File: config.mk
export PLATFORM = sky130hd
export DESIGN_NAME = bitmap_row_to_page_transposer_top
export DESIGN_NICKNAME = d
export VERILOG_FILES = /design/src/rtl/bmtp_pkg.sv /design/src/rtl/bmtp_store.sv /design/src/rtl/bmtp_emit.sv /design/src/rtl/bitmap_row_to_page_transposer_top.sv
export VERILOG_INCLUDE_DIRS = /design/src /design/src/rtl
export SDC_FILE = /design/constraint.sdc
export NUM_CORES = 1
export LEC_CHECK = 0
export BUFFER_PORTS_ARGS = -buffer_cell sky130_fd_sc_hd__buf_4
export CAP_MARGIN = 20
export CORE_UTILIZATION = 33
export CTS_CLUSTER_SIZE = 16
export DETAILED_ROUTE_END_ITERATION = 8
export SKIP_CTS_REPAIR_TIMING = 1
export SLEW_MARGIN = 15
export SYNTH_ARGS = -nofsm -noshare
export SYNTH_HDL_FRONTEND = slang
export SYNTH_SLANG_ARGS = --single-unit
File: constraint.sdc
create_clock -name i_clk -period 9.6 [get_ports i_clk]
set_input_delay 0.96 -clock i_clk [delete_from_list [all_inputs] [get_ports i_clk]]
set_output_delay 0.96 -clock i_clk [all_outputs]
set_load 0.1 [all_outputs]
File: src/rtl/assert_macros.svh
// Assertion macros for the transposer RTL (included by bmtp_emit).
// Checks are active in simulation and compile to nothing for synthesis.
`ifndef ASSERT_MACROS_SVH
`define ASSERT_MACROS_SVH

`ifndef SYNTHESIS

// Check that an expression holds at every clock edge out of reset.
`define BMTP_ASSERT(lbl, clk, rst_n, expr) \
    lbl: assert property (@(posedge clk) disable iff (!(rst_n)) (expr)) \
        else $error("bmtp assertion failed");

// Check that a condition is followed by a consequence in the next cycle.
`define BMTP_ASSERT_NEXT(lbl, clk, rst_n, cond, cons) \
    lbl: assert property (@(posedge clk) disable iff (!(rst_n)) (cond) |=> (cons)) \
        else $error("bmtp assertion failed");

`else

`define BMTP_ASSERT(lbl, clk, rst_n, expr)
`define BMTP_ASSERT_NEXT(lbl, clk, rst_n, cond, cons)

`endif

`endif

File: src/rtl/bmtp_pkg.sv
// Shared types and constants for the bitmap row-to-page transposer.
// No dependencies.
`timescale 1ns / 1ps
`default_nettype none

package bmtp_pkg;

    // Rows of a stripe held in the store; the eighth row arrives live
    localparam int STORE_ROWS = 7;

    // Configuration register indexes
    localparam logic REG_IMAGE_WIDTH = 1'b0;
    localparam logic REG_ROW_STRIDE  = 1'b1;

    // One store word: the seven stored rows of one byte column
    typedef logic [STORE_ROWS-1:0][7:0] t_stripe;

    // One pending eighth-row byte and what it needs to expand
    typedef struct packed {
        logic [7:0] data;       // eighth-row bitmap byte
        logic [3:0] page;       // panel page
        logic [7:0] bcol;       // byte column
        logic [2:0] last_j;     // index of the last column that gives a result
        logic       last_page;  // page is the panel's last page
    } t_job;

endpackage

`default_nettype wire

File: src/rtl/bmtp_store.sv
// Stripe store: one word per byte column, byte-lane writes, registered read.
// Depends on bmtp_pkg.
`timescale 1ns / 1ps
`default_nettype none

module bmtp_store #(
    parameter int DEPTH = 16,
    parameter int AW    = 4
) (
    input  wire                               i_clk,
    input  wire  [bmtp_pkg::STORE_ROWS-1:0]   i_wr_lane,
    input  wire  [AW-1:0]                     i_wr_addr,
    input  wire  [7:0]                        i_wr_data,
    input  wire                               i_rd_en,
    input  wire  [AW-1:0]                     i_rd_addr,
    output bmtp_pkg::t_stripe                 o_rd_data
);

    bmtp_pkg::t_stripe mem [DEPTH];
    bmtp_pkg::t_stripe r_rd_data;

    // Write the enabled row lanes of one byte column
    always_ff @(posedge i_clk) begin
        for (int k = 0; k < bmtp_pkg::STORE_ROWS; k++) begin
            if (i_wr_lane[k]) begin
                mem[i_wr_addr][k] <= i_wr_data;
            end
        end
    end

    // Read a whole column; hold the data between reads
    always_ff @(posedge i_clk) begin
        if (i_rd_en) begin
            r_rd_data <= mem[i_rd_addr];
        end
    end

    assign o_rd_data = r_rd_data;

endmodule

`default_nettype wire

File: src/rtl/bmtp_emit.sv
// Page byte emitter: expands one eighth-row byte into page bytes, one a beat,
// through a registered output stage. Depends on bmtp_pkg, assert_macros.svh.
`timescale 1ns / 1ps
`default_nettype none

`include "assert_macros.svh"

module bmtp_emit (
    input  wire                      i_clk,
    input  wire                      i_rst_n,
    input  wire                      i_load,
    input  wire bmtp_pkg::t_job      i_job,
    input  wire bmtp_pkg::t_stripe   i_stripe,
    input  wire  [7:0]               i_image_width,
    output logic                     o_ready,
    output logic                     m_axis_tvalid,
    input  wire                      m_axis_tready,
    output logic [23:0]              m_axis_tdata,   // page_byte, page_index, column_index
    output logic                     m_axis_tlast,   // last_of_run
    output logic                     m_axis_tuser    // frame_done
);

    logic           r_busy;
    logic [2:0]     r_j;
    bmtp_pkg::t_job r_job;

    logic           r_ovalid;
    logic [23:0]    r_odata;
    logic           r_olast;
    logic           r_ouser;

    logic           adv;
    logic           done;
    logic [2:0]     bit_sel;
    logic [7:0]     page_byte;
    logic [8:0]     col;
    logic           frame_done;

    assign adv     = r_busy && (!r_ovalid || m_axis_tready);
    assign done    = adv && (r_j == r_job.last_j);
    assign o_ready = !r_busy || done;

    // Gather one column of the stripe; MSB of a row byte is column zero
    always_comb begin
        bit_sel = 3'd7 - r_j;
        for (int k = 0; k < bmtp_pkg::STORE_ROWS; k++) begin
            page_byte[k] = i_stripe[k][bit_sel];
        end
        page_byte[7] = r_job.data[bit_sel];
        col          = {r_job.bcol[5:0], r_j};
        frame_done   = r_job.last_page && ((col + 9'd1) == {1'b0, i_image_width});
    end

    // Hold the job and step through its columns
    always_ff @(posedge i_clk) begin
        if (!i_rst_n) begin
            r_busy <= 1'b0;
            r_j    <= 3'd0;
        end else if (i_load) begin
            r_busy <= 1'b1;
            r_j    <= 3'd0;
        end else if (done) begin
            r_busy <= 1'b0;
        end else if (adv) begin
            r_j    <= r_j + 3'd1;
        end
    end

    always_ff @(posedge i_clk) begin
        if (i_load) begin
            r_job <= i_job;
        end
    end

    // Output register: load a beat when free or drained
    always_ff @(posedge i_clk) begin
        if (!i_rst_n) begin
            r_ovalid <= 1'b0;
        end else if (adv) begin
            r_ovalid <= 1'b1;
        end else if (m_axis_tready) begin
            r_ovalid <= 1'b0;
        end
    end

    always_ff @(posedge i_clk) begin
        if (adv) begin
            r_odata <= {6'd0, col[6:0], r_job.page[2:0], page_byte};
            r_olast <= (r_j == r_job.last_j);
            r_ouser <= frame_done;
        end
    end

    assign m_axis_tvalid = r_ovalid;
    assign m_axis_tdata  = r_odata;
    assign m_axis_tlast  = r_olast;
    assign m_axis_tuser  = r_ouser;

    `BMTP_ASSERT(a_load_when_ready, i_clk, i_rst_n, !i_load || o_ready)
    `BMTP_ASSERT(a_index_in_run, i_clk, i_rst_n, !r_busy || (r_j <= r_job.last_j))
    `BMTP_ASSERT_NEXT(a_last_ends_run, i_clk, i_rst_n, done && !i_load, !r_busy)
    `BMTP_ASSERT_NEXT(a_beat_follows_adv, i_clk, i_rst_n, adv, m_axis_tvalid)

endmodule

`default_nettype wire

File: src/rtl/bitmap_row_to_page_transposer_top.sv
// Bitmap row-to-page transposer: stripe store plus page byte emitter; uses bmtp_pkg.
// Page bytes leave through a registered output stage. Throughput: while the emitter is
// idle, one beat a cycle for stored rows and bytes past the width; an eighth-row beat
// holds the input until its 1 to 8 page bytes are issued, longer on output stalls.
// Synchronous active-low reset clears the counters, loads width 128 (capped) and
// stride 16; the stripe store is not cleared.
`timescale 1ns / 1ps
`default_nettype none

module bitmap_row_to_page_transposer_top #(
    parameter int PANEL_WIDTH = 128,
    parameter int PANEL_PAGES = 8
) (
    input  wire         i_clk,
    input  wire         i_rst_n,
    input  wire         i_cfg_we,
    input  wire         i_cfg_addr,
    input  wire  [7:0]  i_cfg_data,
    input  wire         s_axis_tvalid,
    output logic        s_axis_tready,
    input  wire  [7:0]  s_axis_tdata,   // row_byte
    input  wire         s_axis_tuser,   // frame_start
    output logic        m_axis_tvalid,
    input  wire         m_axis_tready,
    output logic [23:0] m_axis_tdata,   // page_byte, page_index, column_index
    output logic        m_axis_tlast,   // last_of_run
    output logic        m_axis_tuser    // frame_done
);

    localparam int BYTE_COLS  = (PANEL_WIDTH + 7) / 8;
    localparam int AW         = (BYTE_COLS > 1) ? $clog2(BYTE_COLS) : 1;
    localparam int TOTAL_ROWS = 8 * PANEL_PAGES;
    localparam int ROW_W      = $clog2(TOTAL_ROWS);
    localparam int WIDTH_RST  = (PANEL_WIDTH < 128) ? PANEL_WIDTH : 128;

    logic [7:0]       r_image_width;
    logic [7:0]       r_row_stride;
    logic [ROW_W-1:0] r_row;
    logic [7:0]       r_bcol;

    logic             accept;
    logic [ROW_W-1:0] cur_row;
    logic [7:0]       cur_bcol;
    logic [2:0]       sub;
    logic [3:0]       page;
    logic             in_range;
    logic [10:0]      rem;
    logic [7:0]       next_bcol;
    logic [ROW_W:0]   row_inc;
    logic             is_store_row;
    logic             load;
    logic [bmtp_pkg::STORE_ROWS-1:0] wr_lane;
    bmtp_pkg::t_job   job;
    bmtp_pkg::t_stripe stripe;
    logic             emit_ready;

    // Configuration writes; cap the width at the panel width
    always_ff @(posedge i_clk) begin
        if (!i_rst_n) begin
            r_image_width <= 8'(WIDTH_RST);
            r_row_stride  <= 8'd16;
        end else if (i_cfg_we) begin
            unique case (i_cfg_addr)
                bmtp_pkg::REG_IMAGE_WIDTH: begin
                    r_image_width <= ({1'b0, i_cfg_data} > 9'(PANEL_WIDTH)) ?
                                     8'(PANEL_WIDTH) : i_cfg_data;
                end
                bmtp_pkg::REG_ROW_STRIDE: begin
                    r_row_stride <= i_cfg_data;
                end
                default: begin
                end
            endcase
        end
    end

    assign s_axis_tready = emit_ready;
    assign accept        = s_axis_tvalid && s_axis_tready;

    // Decode the position of the incoming beat
    always_comb begin
        cur_row      = s_axis_tuser ? '0 : r_row;
        cur_bcol     = s_axis_tuser ? 8'd0 : r_bcol;
        sub          = cur_row[2:0];
        page         = 4'(cur_row >> 3);
        in_range     = ({1'b0, cur_bcol} < 9'(BYTE_COLS)) &&
                       ({cur_bcol, 3'b000} < {3'b000, r_image_width});
        rem          = {3'b000, r_image_width} - {cur_bcol, 3'b000};
        is_store_row = (sub != 3'd7);
        next_bcol    = cur_bcol + 8'd1;
        row_inc      = {1'b0, cur_row} + 1'b1;
        load         = accept && in_range && !is_store_row;
        wr_lane      = (accept && in_range && is_store_row) ?
                       (bmtp_pkg::STORE_ROWS'(1) << sub) : '0;

        job.data      = s_axis_tdata;
        job.page      = page;
        job.bcol      = cur_bcol;
        job.last_j    = (rem >= 11'd8) ? 3'd7 : (rem[2:0] - 3'd1);
        job.last_page = (page == 4'(PANEL_PAGES - 1));
    end

    // Advance the byte and row counters on every accepted beat
    always_ff @(posedge i_clk) begin
        if (!i_rst_n) begin
            r_row  <= '0;
            r_bcol <= 8'd0;
        end else if (accept) begin
            if (next_bcol == r_row_stride) begin
                r_bcol <= 8'd0;
                r_row  <= (row_inc >= (ROW_W + 1)'(TOTAL_ROWS)) ? '0 : row_inc[ROW_W-1:0];
            end else begin
                r_bcol <= next_bcol;
                r_row  <= cur_row;
            end
        end
    end

    bmtp_store #(
        .DEPTH (BYTE_COLS),
        .AW    (AW)
    ) u_store (
        .i_clk     (i_clk),
        .i_wr_lane (wr_lane),
        .i_wr_addr (cur_bcol[AW-1:0]),
        .i_wr_data (s_axis_tdata),
        .i_rd_en   (load),
        .i_rd_addr (cur_bcol[AW-1:0]),
        .o_rd_data (stripe)
    );

    bmtp_emit u_emit (
        .i_clk         (i_clk),
        .i_rst_n       (i_rst_n),
        .i_load        (load),
        .i_job         (job),
        .i_stripe      (stripe),
        .i_image_width (r_image_width),
        .o_ready       (emit_ready),
        .m_axis_tvalid (m_axis_tvalid),
        .m_axis_tready (m_axis_tready),
        .m_axis_tdata  (m_axis_tdata),
        .m_axis_tlast  (m_axis_tlast),
        .m_axis_tuser  (m_axis_tuser)
    );

endmodule

`default_nettype wire

-- Yosys cells after proc, flatten, opt, wreduce, memory -nomap -nowiden
Memories as Yosys holds them, arrays and structs flattened. A register that Yosys moved wholly into a read port is not among the register bits.
Index checks and enable logic that the tools add are counted.
- add/subtract/negate cells: 7
- order comparisons: 6
- equality and inequality tests: 5
- shifts and indexed selects: 1
- mux-type cells: 41
- bitwise operators: 3
- reduce and logical (&&, ||, !) cells: 19
- operators by type and width (kind ; count):
    $mux W1 ; 26
    $bmux W1 S3 ; 8
    $mux W8 ; 3
    $mux W6 ; 3
    $ge A11 B4 Y1 const B ; 1
    $lt A11 B8 Y1 ; 1
    $sub A8 B11 Y11 ; 1
    $add A9 B1 Y9 const B ; 1
    $eq A9 B8 Y1 ; 1
    $add A8 B1 Y8 const B ; 1
    $eq A8 B8 Y1 ; 1
    $gt A8 B8 Y1 const B ; 1
    $logic_and A1 B1 Y1 ; 8
    $lt A8 B5 Y1 const B ; 1
    $add A6 B1 Y7 const B ; 1
    $ge A7 B7 Y1 const B ; 1
    $mux W7 ; 1
    $shl A1 B3 Y7 const A ; 1
    $reduce_and A2 Y1 ; 3
    $lt A3 B4 Y1 const B ; 1
    $reduce_bool A2 Y1 ; 2
    $add A3 B1 Y3 const B ; 1
    $eq A3 B3 Y1 ; 1
    $eq A3 B3 Y1 const B ; 1
    other kinds (7) ; 12
- bits in registers: 76
- RAM bits: 896
- input port bits: 23
- output and inout bits: 28
- word-level logic and storage cells: 98
- memories: 1
- memories (name ; words ; bits a word ; read ports ; clocked after Yosys merged registers in ; write ports ; RTL line ; text):
    u_store.mem ; 16 ; 56 ; 1 ; 1 ; 1 ; bmtp_store.sv:19 ; bmtp_pkg::t_stripe mem [DEPTH];

-- Depth between registers and ports, before layout
- word-level depth: 11
- gate-level depth with buffers: 15

-- By module
From an unflattened synthesis, not the netlist that was laid out.
- cell total of the unflattened synthesis: 1985
- area, all modules: 40435.0 um2
- by module, submodules not included (module ; times used ; cells each ; area an instance (um2) ; sequential area each (um2)):
    bmtp_store ; 1 ; 1563 ; 35957.0 ; 28587.4
    bmtp_emit ; 1 ; 144 ; 2284.7 ; 1331.3
    bitmap_row_to_page_transposer_top ; 1 ; 278 ; 2193.4 ; 600.6

-- Least setup slack after synthesis
Ideal clock, no wire load.
- kind: input-to-reg
- from: in s_axis_tuser
- to: reg u_emit.r_job, in the netlist u_emit.col[3] (enable)
- library setup time: 431 ps
- arrival time: 5122 ps
- data required time: 9169 ps
- slack: 4047 ps
- stages on the path: 13
- cell sequence: buf_2 -> nand2b_1 -> clkbuf_1 -> clkinv_1 -> clkbuf_1 -> clkbuf_1 -> fa_1 -> nand3b_1 -> a21boi_0 -> o21bai_1 -> nor3_4 -> nand2_1 -> inv_1
- word-level cells in the longest chain between the ends: 5
- elaborated cells between the ends (all ways): 9
- those cells by class: order compare: 2; eq/ne: 1; mux: 2; reduce/logical: 4
- RTL lines (item ; RTL line ; text):
    start: declaration ; bitmap_row_to_page_transposer_top.sv:22 ; input wire s_axis_tuser,
    $mux W8 (*) ; bitmap_row_to_page_transposer_top.sv:83 ; cur_bcol = s_axis_tuser ? 8'd0 : r_bcol;
    named net cur_bcol[1] ; bitmap_row_to_page_transposer_top.sv:43 ; logic [7:0] cur_bcol;
    $lt A11 B8 Y1 or $lt A8 B5 Y1 (tied branches) ; bitmap_row_to_page_transposer_top.sv:87, bitmap_row_to_page_transposer_top.sv:86 ;
    $logic_and A1 B1 Y1 (*) ; bitmap_row_to_page_transposer_top.sv:86 ; in_range = ({1'b0, cur_bcol} < 9'(BYTE_COLS)) &&
    $logic_and A1 B1 Y1 (*) (2 in a row) ; bitmap_row_to_page_transposer_top.sv:92 ; load = accept && in_range && !is_store_row;
    named net load ; bitmap_row_to_page_transposer_top.sv:51 ; logic load;
    end signal: assignment ; bmtp_emit.sv:71 ; r_job <= i_job;
    end: declaration ; bmtp_emit.sv:25 ; bmtp_pkg::t_job r_job;
The timed path passes the listed nets; every way through them passes the cells marked *.
A chain may end at the register's enable or synchronous reset.

-- Worst setup path in the final report
- from: in s_axis_tuser
- to: reg u_store.r_rd_data, in the netlist u_store.o_rd_data[12], read port of u_store.mem (enable)
- word-level cells in the longest chain between the ends: 5
- elaborated cells between the ends (all ways): 9
- those cells by class: order compare: 2; eq/ne: 1; mux: 2; reduce/logical: 4
- RTL lines (item ; RTL line ; text):
    $mux W8 ; bitmap_row_to_page_transposer_top.sv:83 ;
    $lt A11 B8 Y1 or $lt A8 B5 Y1 (tied branches) ; bitmap_row_to_page_transposer_top.sv:87, bitmap_row_to_page_transposer_top.sv:86 ;
    $logic_and A1 B1 Y1 ; bitmap_row_to_page_transposer_top.sv:86 ;
    $logic_and A1 B1 Y1 ; bitmap_row_to_page_transposer_top.sv:92 ;
    $logic_and A1 B1 Y1 (*) ; bitmap_row_to_page_transposer_top.sv:92 ;
    named net load ; bitmap_row_to_page_transposer_top.sv:51 ;
    end: declaration ; bmtp_store.sv:20 ; bmtp_pkg::t_stripe r_rd_data;
Marked as above.

==> run_results.csv <==
group,metric,value,unit
status,outcome,"finished clean",
synth,yosysSeqAreaShare,0.733,
layout,fillerInstances,11600,
floorplan,dieArea,128000,µm²
drt,drc_errors,0,
floorplan,core-area,124000,µm²
layout,area_growth,12.5,%
synth,yosys.area.top_type,"edfxtp_1",
clock_network,cts_tree,"done",
synth,ys_async_sr_fraction,0,
synth,netlist_area,41700,µm²
sta,fin_tns_setup,0,ps
drt,via_per_inst,5.31,
job,drv_cap,0,
floorplan,io-pin-count,51,
pwr,powerDensity,197,nW/µm²
global_route,antenna_found_initial,4,
global_route,gr-usage-all-layers,0.171,
synth,yosysWarningCount,0,
drt,ant_nets,0,
pwr,p_total,0.00924,W
critical_path,r2r_slack,4100,ps
critical_path,required,9890,ps
clock_network,clkTransAtPathRegs,60,ps
drt,drtPass1Iterations,6,
placed_design,hpwl,62.8,mm
synth,ys_ff_latch,1028,
critical_path,timing.critical_path.fanout_max,122,
pwr,p_leak,14.9,nW
clock_network,cts.sinks,1028,
sta,relSlewSlack,0.216,
synth,synthTopCellsByArea,"edfxtp_1 72%, nand2_1 5.1%, mux2_2 3.1%, a21oi_1 2.9%, dfxtp_1 1.7%",
min_path,hold_depth,0,
min_path,min_from,"u_emit.r_job[14]",
layout,register_area,30500,µm²
critical_path,start_kind,"primary input",
min_path,hold_end,"u_emit.m_axis_tdata[10]",
global_route,grt_max_degree,143,
sta,report.final.slew_viol_count,0,
clock_network,cts-root-buf,"clkbuf_16",
critical_path,cp_data_arrival_time,5800,ps
drt,drt_iter0_markers,2565,
min_path,min_path_type,"flop to flop",
synth,synth-edff-count,993,
synth,synth_ff_type,"edfxtp_1",
sta,finalHoldViolCount,0,
clock_network,clock_latency,690,ps
layout,nets,2985,
placed_design,numPortBuffers,44,
layout,antenna_cells,0,
synth,yosysUniqueCellTypes,66,
sta,skew,37.7,ps
clock_network,ctsHtreeMaxLevel,3,
clock_network,cts_buffer_depth,3,
floorplan,die_w,357,µm
layout,multiInputGateArea,10300,µm²
synth,synth_top_area_frac,0.716,
sta,fmaxAchievable,0.182,GHz
placed_design,globalplace.congestion,0.831,
critical_path,endpoint_kind,"flop",
sta,finalCritPeriodShare,0.573,
drt,num_vias,24800,
critical_path,r2r_start,"r_bcol[1]",
sta,whs,429,ps
synth,syn_avg_cell_area,14.1,µm²
drt,wl,111,mm
pwr,peakVddDrop,0.160,mV
global_route,grt_pass1_wl,160,mm
global_route,grt_overflow,0,
sta,min_period,5500,ps
global_route,first_global_vias,24300,
sta,rsz0062_at_grt,"false",
critical_path,r2r_end,"u_store.o_rd_data[12]",
synth,syn_inst,2947,
sta,worst_pin_slew,1180,ps
floorplan,initial_core_util,0.335,
critical_path,crit_type,"primary input to flop",
drt,post_drt_wl_per_cell,23.7,µm
clock_network,cts_buffers,107,
sta,setup_viol,0,
floorplan,dieHeight,357,µm
layout,layout-drive-gt1-share,0.124,
critical_path,r2r_cells,10,
floorplan,row_count,129,
## cell usage in the layout, fill, tap and decap left out, types with 4 or more instances in the layout
master,instances
clkbuf_1,32
ha_1,19
nor3b_1,7
nand2b_1,4
o221ai_1,55
a31oi_1,56
nand2_1,569
buf_4,75
nand4_1,11
o22ai_1,4
xor2_1,11
clkbuf_16,109
o21a_1,4
nor2_1,140
and3_1,8
conb_1,6
mux2_2,113
xnor2_1,15
a211oi_1,59
nand3_1,86
o21ai_0,20
nand3_4,6
dfxtp_1,32
o31ai_1,4
clkinv_2,20
a32oi_1,33
nor3_1,7
clkinv_1,21
edfxtp_1,993
a21oi_1,243
mux2i_1,63
mux4_2,16
a311oi_1,22
nor2b_1,73
bufinv_16,5
inv_1,14
## area by class of cell
cell class	instances	share of cell area
multi-input cells	1709	0.220
flip-flops and latches	1028	0.651
clock inverters	53	0.00985
clock buffers	141	0.0608
well taps	1637	0.0437
repair buffers	77	0.0129
inverters	19	0.00182
## per-layer routing
layer	wire [µm]	track usage	vias up
met5	13	0	-
met4	3330	0.0565	2
met3	9430	0.0353	198
met2	51600	0.273	1137
met1	46400	0.231	12400
li1	-	-	11100
## sequential cells by signal, summed over array words and instances, names as in the netlist
register              flops
u_emit.m_axis_tvalid      1
r_bcol                    8
u_emit.r_busy             1
u_emit.m_axis_tuser       1
u_store.mem             896
r_row_stride              8
u_emit.m_axis_tdata      18
u_store.o_rd_data        56
r_row                     6
u_emit.m_axis_tlast       1
u_emit.r_job             15
u_emit.r_j                3
r_image_width             8
u_emit.col                6
## Yosys cell counts (all sizes together) (4+ instances only)
master and instances:
a311oi 22, a21oi 243, a211oi 59, mux4 16, xnor2 15, nand4 11
mux2i 63, o22ai 4, nand2 571, mux2 113, edfxtp 993, o21a 4
and3 8, xor2 11, o31ai 4, nor2 142, a31oi 56, dfxtp 35
nand2b 6, clkbuf 157, buf 39, a32oi 33, inv 17, nand3 92
and2 4, o21ai 20, nor3b 7, o221ai 55, ha 19, nor3 8
nand4b 4, nor2b 75
## stage by stage
step | instances | worst slack (ps) | area [µm²] | utilization
finish | 4664 | 4100 | 46900 | 0.377
global route | 4664 | 3800 | 46900 | 0.377
global placement | 4470 | 3490 | 43600 | 0.350
CTS | 4664 | 4100 | 46900 | 0.377
floorplan | 2952 | 4050 | 41700 | -
detailed placement | 4470 | 3390 | 43600 | 0.350
## worst max-delay path: stages
cell      delay (ps)
buf_4            280
nand2b_4         710
inv_8            400
fa_1             570
nand3b_1         190
a21boi_0         220
o21bai_1         170
nor3_4           860
nand2_1          210
clkinv_2         460
buf_4            670
## power by group
| group | internal, W | total (W) | leakage, nW | switching [W] |
|---|---|---|---|---|
| Clock | 0.00222 | 0.00393 | 1.62 | 0.00170 |
| Combinational | 0.000105 | 0.000384 | 4.09 | 0.000279 |
| Sequential | 0.00492 | 0.00493 | 9.22 | 0.0000107 |
## worst max-delay path by stage
| stage | startpoint | to | slack [ps] | depth (start not counted) |
|---|---|---|---|---|
| after CTS | r_bcol[1] | u_store.o_rd_data[12] | 4100 | 10 |
| after global placement | s_axis_tuser | u_store.o_rd_data[23] | 3490 | 11 |
| final | s_axis_tuser | u_store.o_rd_data[12] | 4100 | 11 |
| after global routing | r_bcol[1] | u_store.o_rd_data[12] | 3800 | 10 |
| after floorplan | s_axis_tuser | u_emit.col[3] | 4050 | 13 |
| after detailed placement | s_axis_tuser | u_store.o_rd_data[23] | 3390 | 11 |
## cell families (layout without fill, tap and decap cells)
logic type	Yosys count	count (layout)	synth area share
other	1	6	0.0000900
multiplexers	192	192	0.0543
XOR/XNOR	26	26	0.00547
buffers and inverters	215	290	0.0214
AO/OA/AOI/OAI	521	521	0.0805
AND/OR/NAND/NOR	944	944	0.0993
adder cells (fa/ha/maj)	20	20	0.00619
flip-flops	1028	1028	0.733
Note: power is estimated with default switching activity, not from simulation.
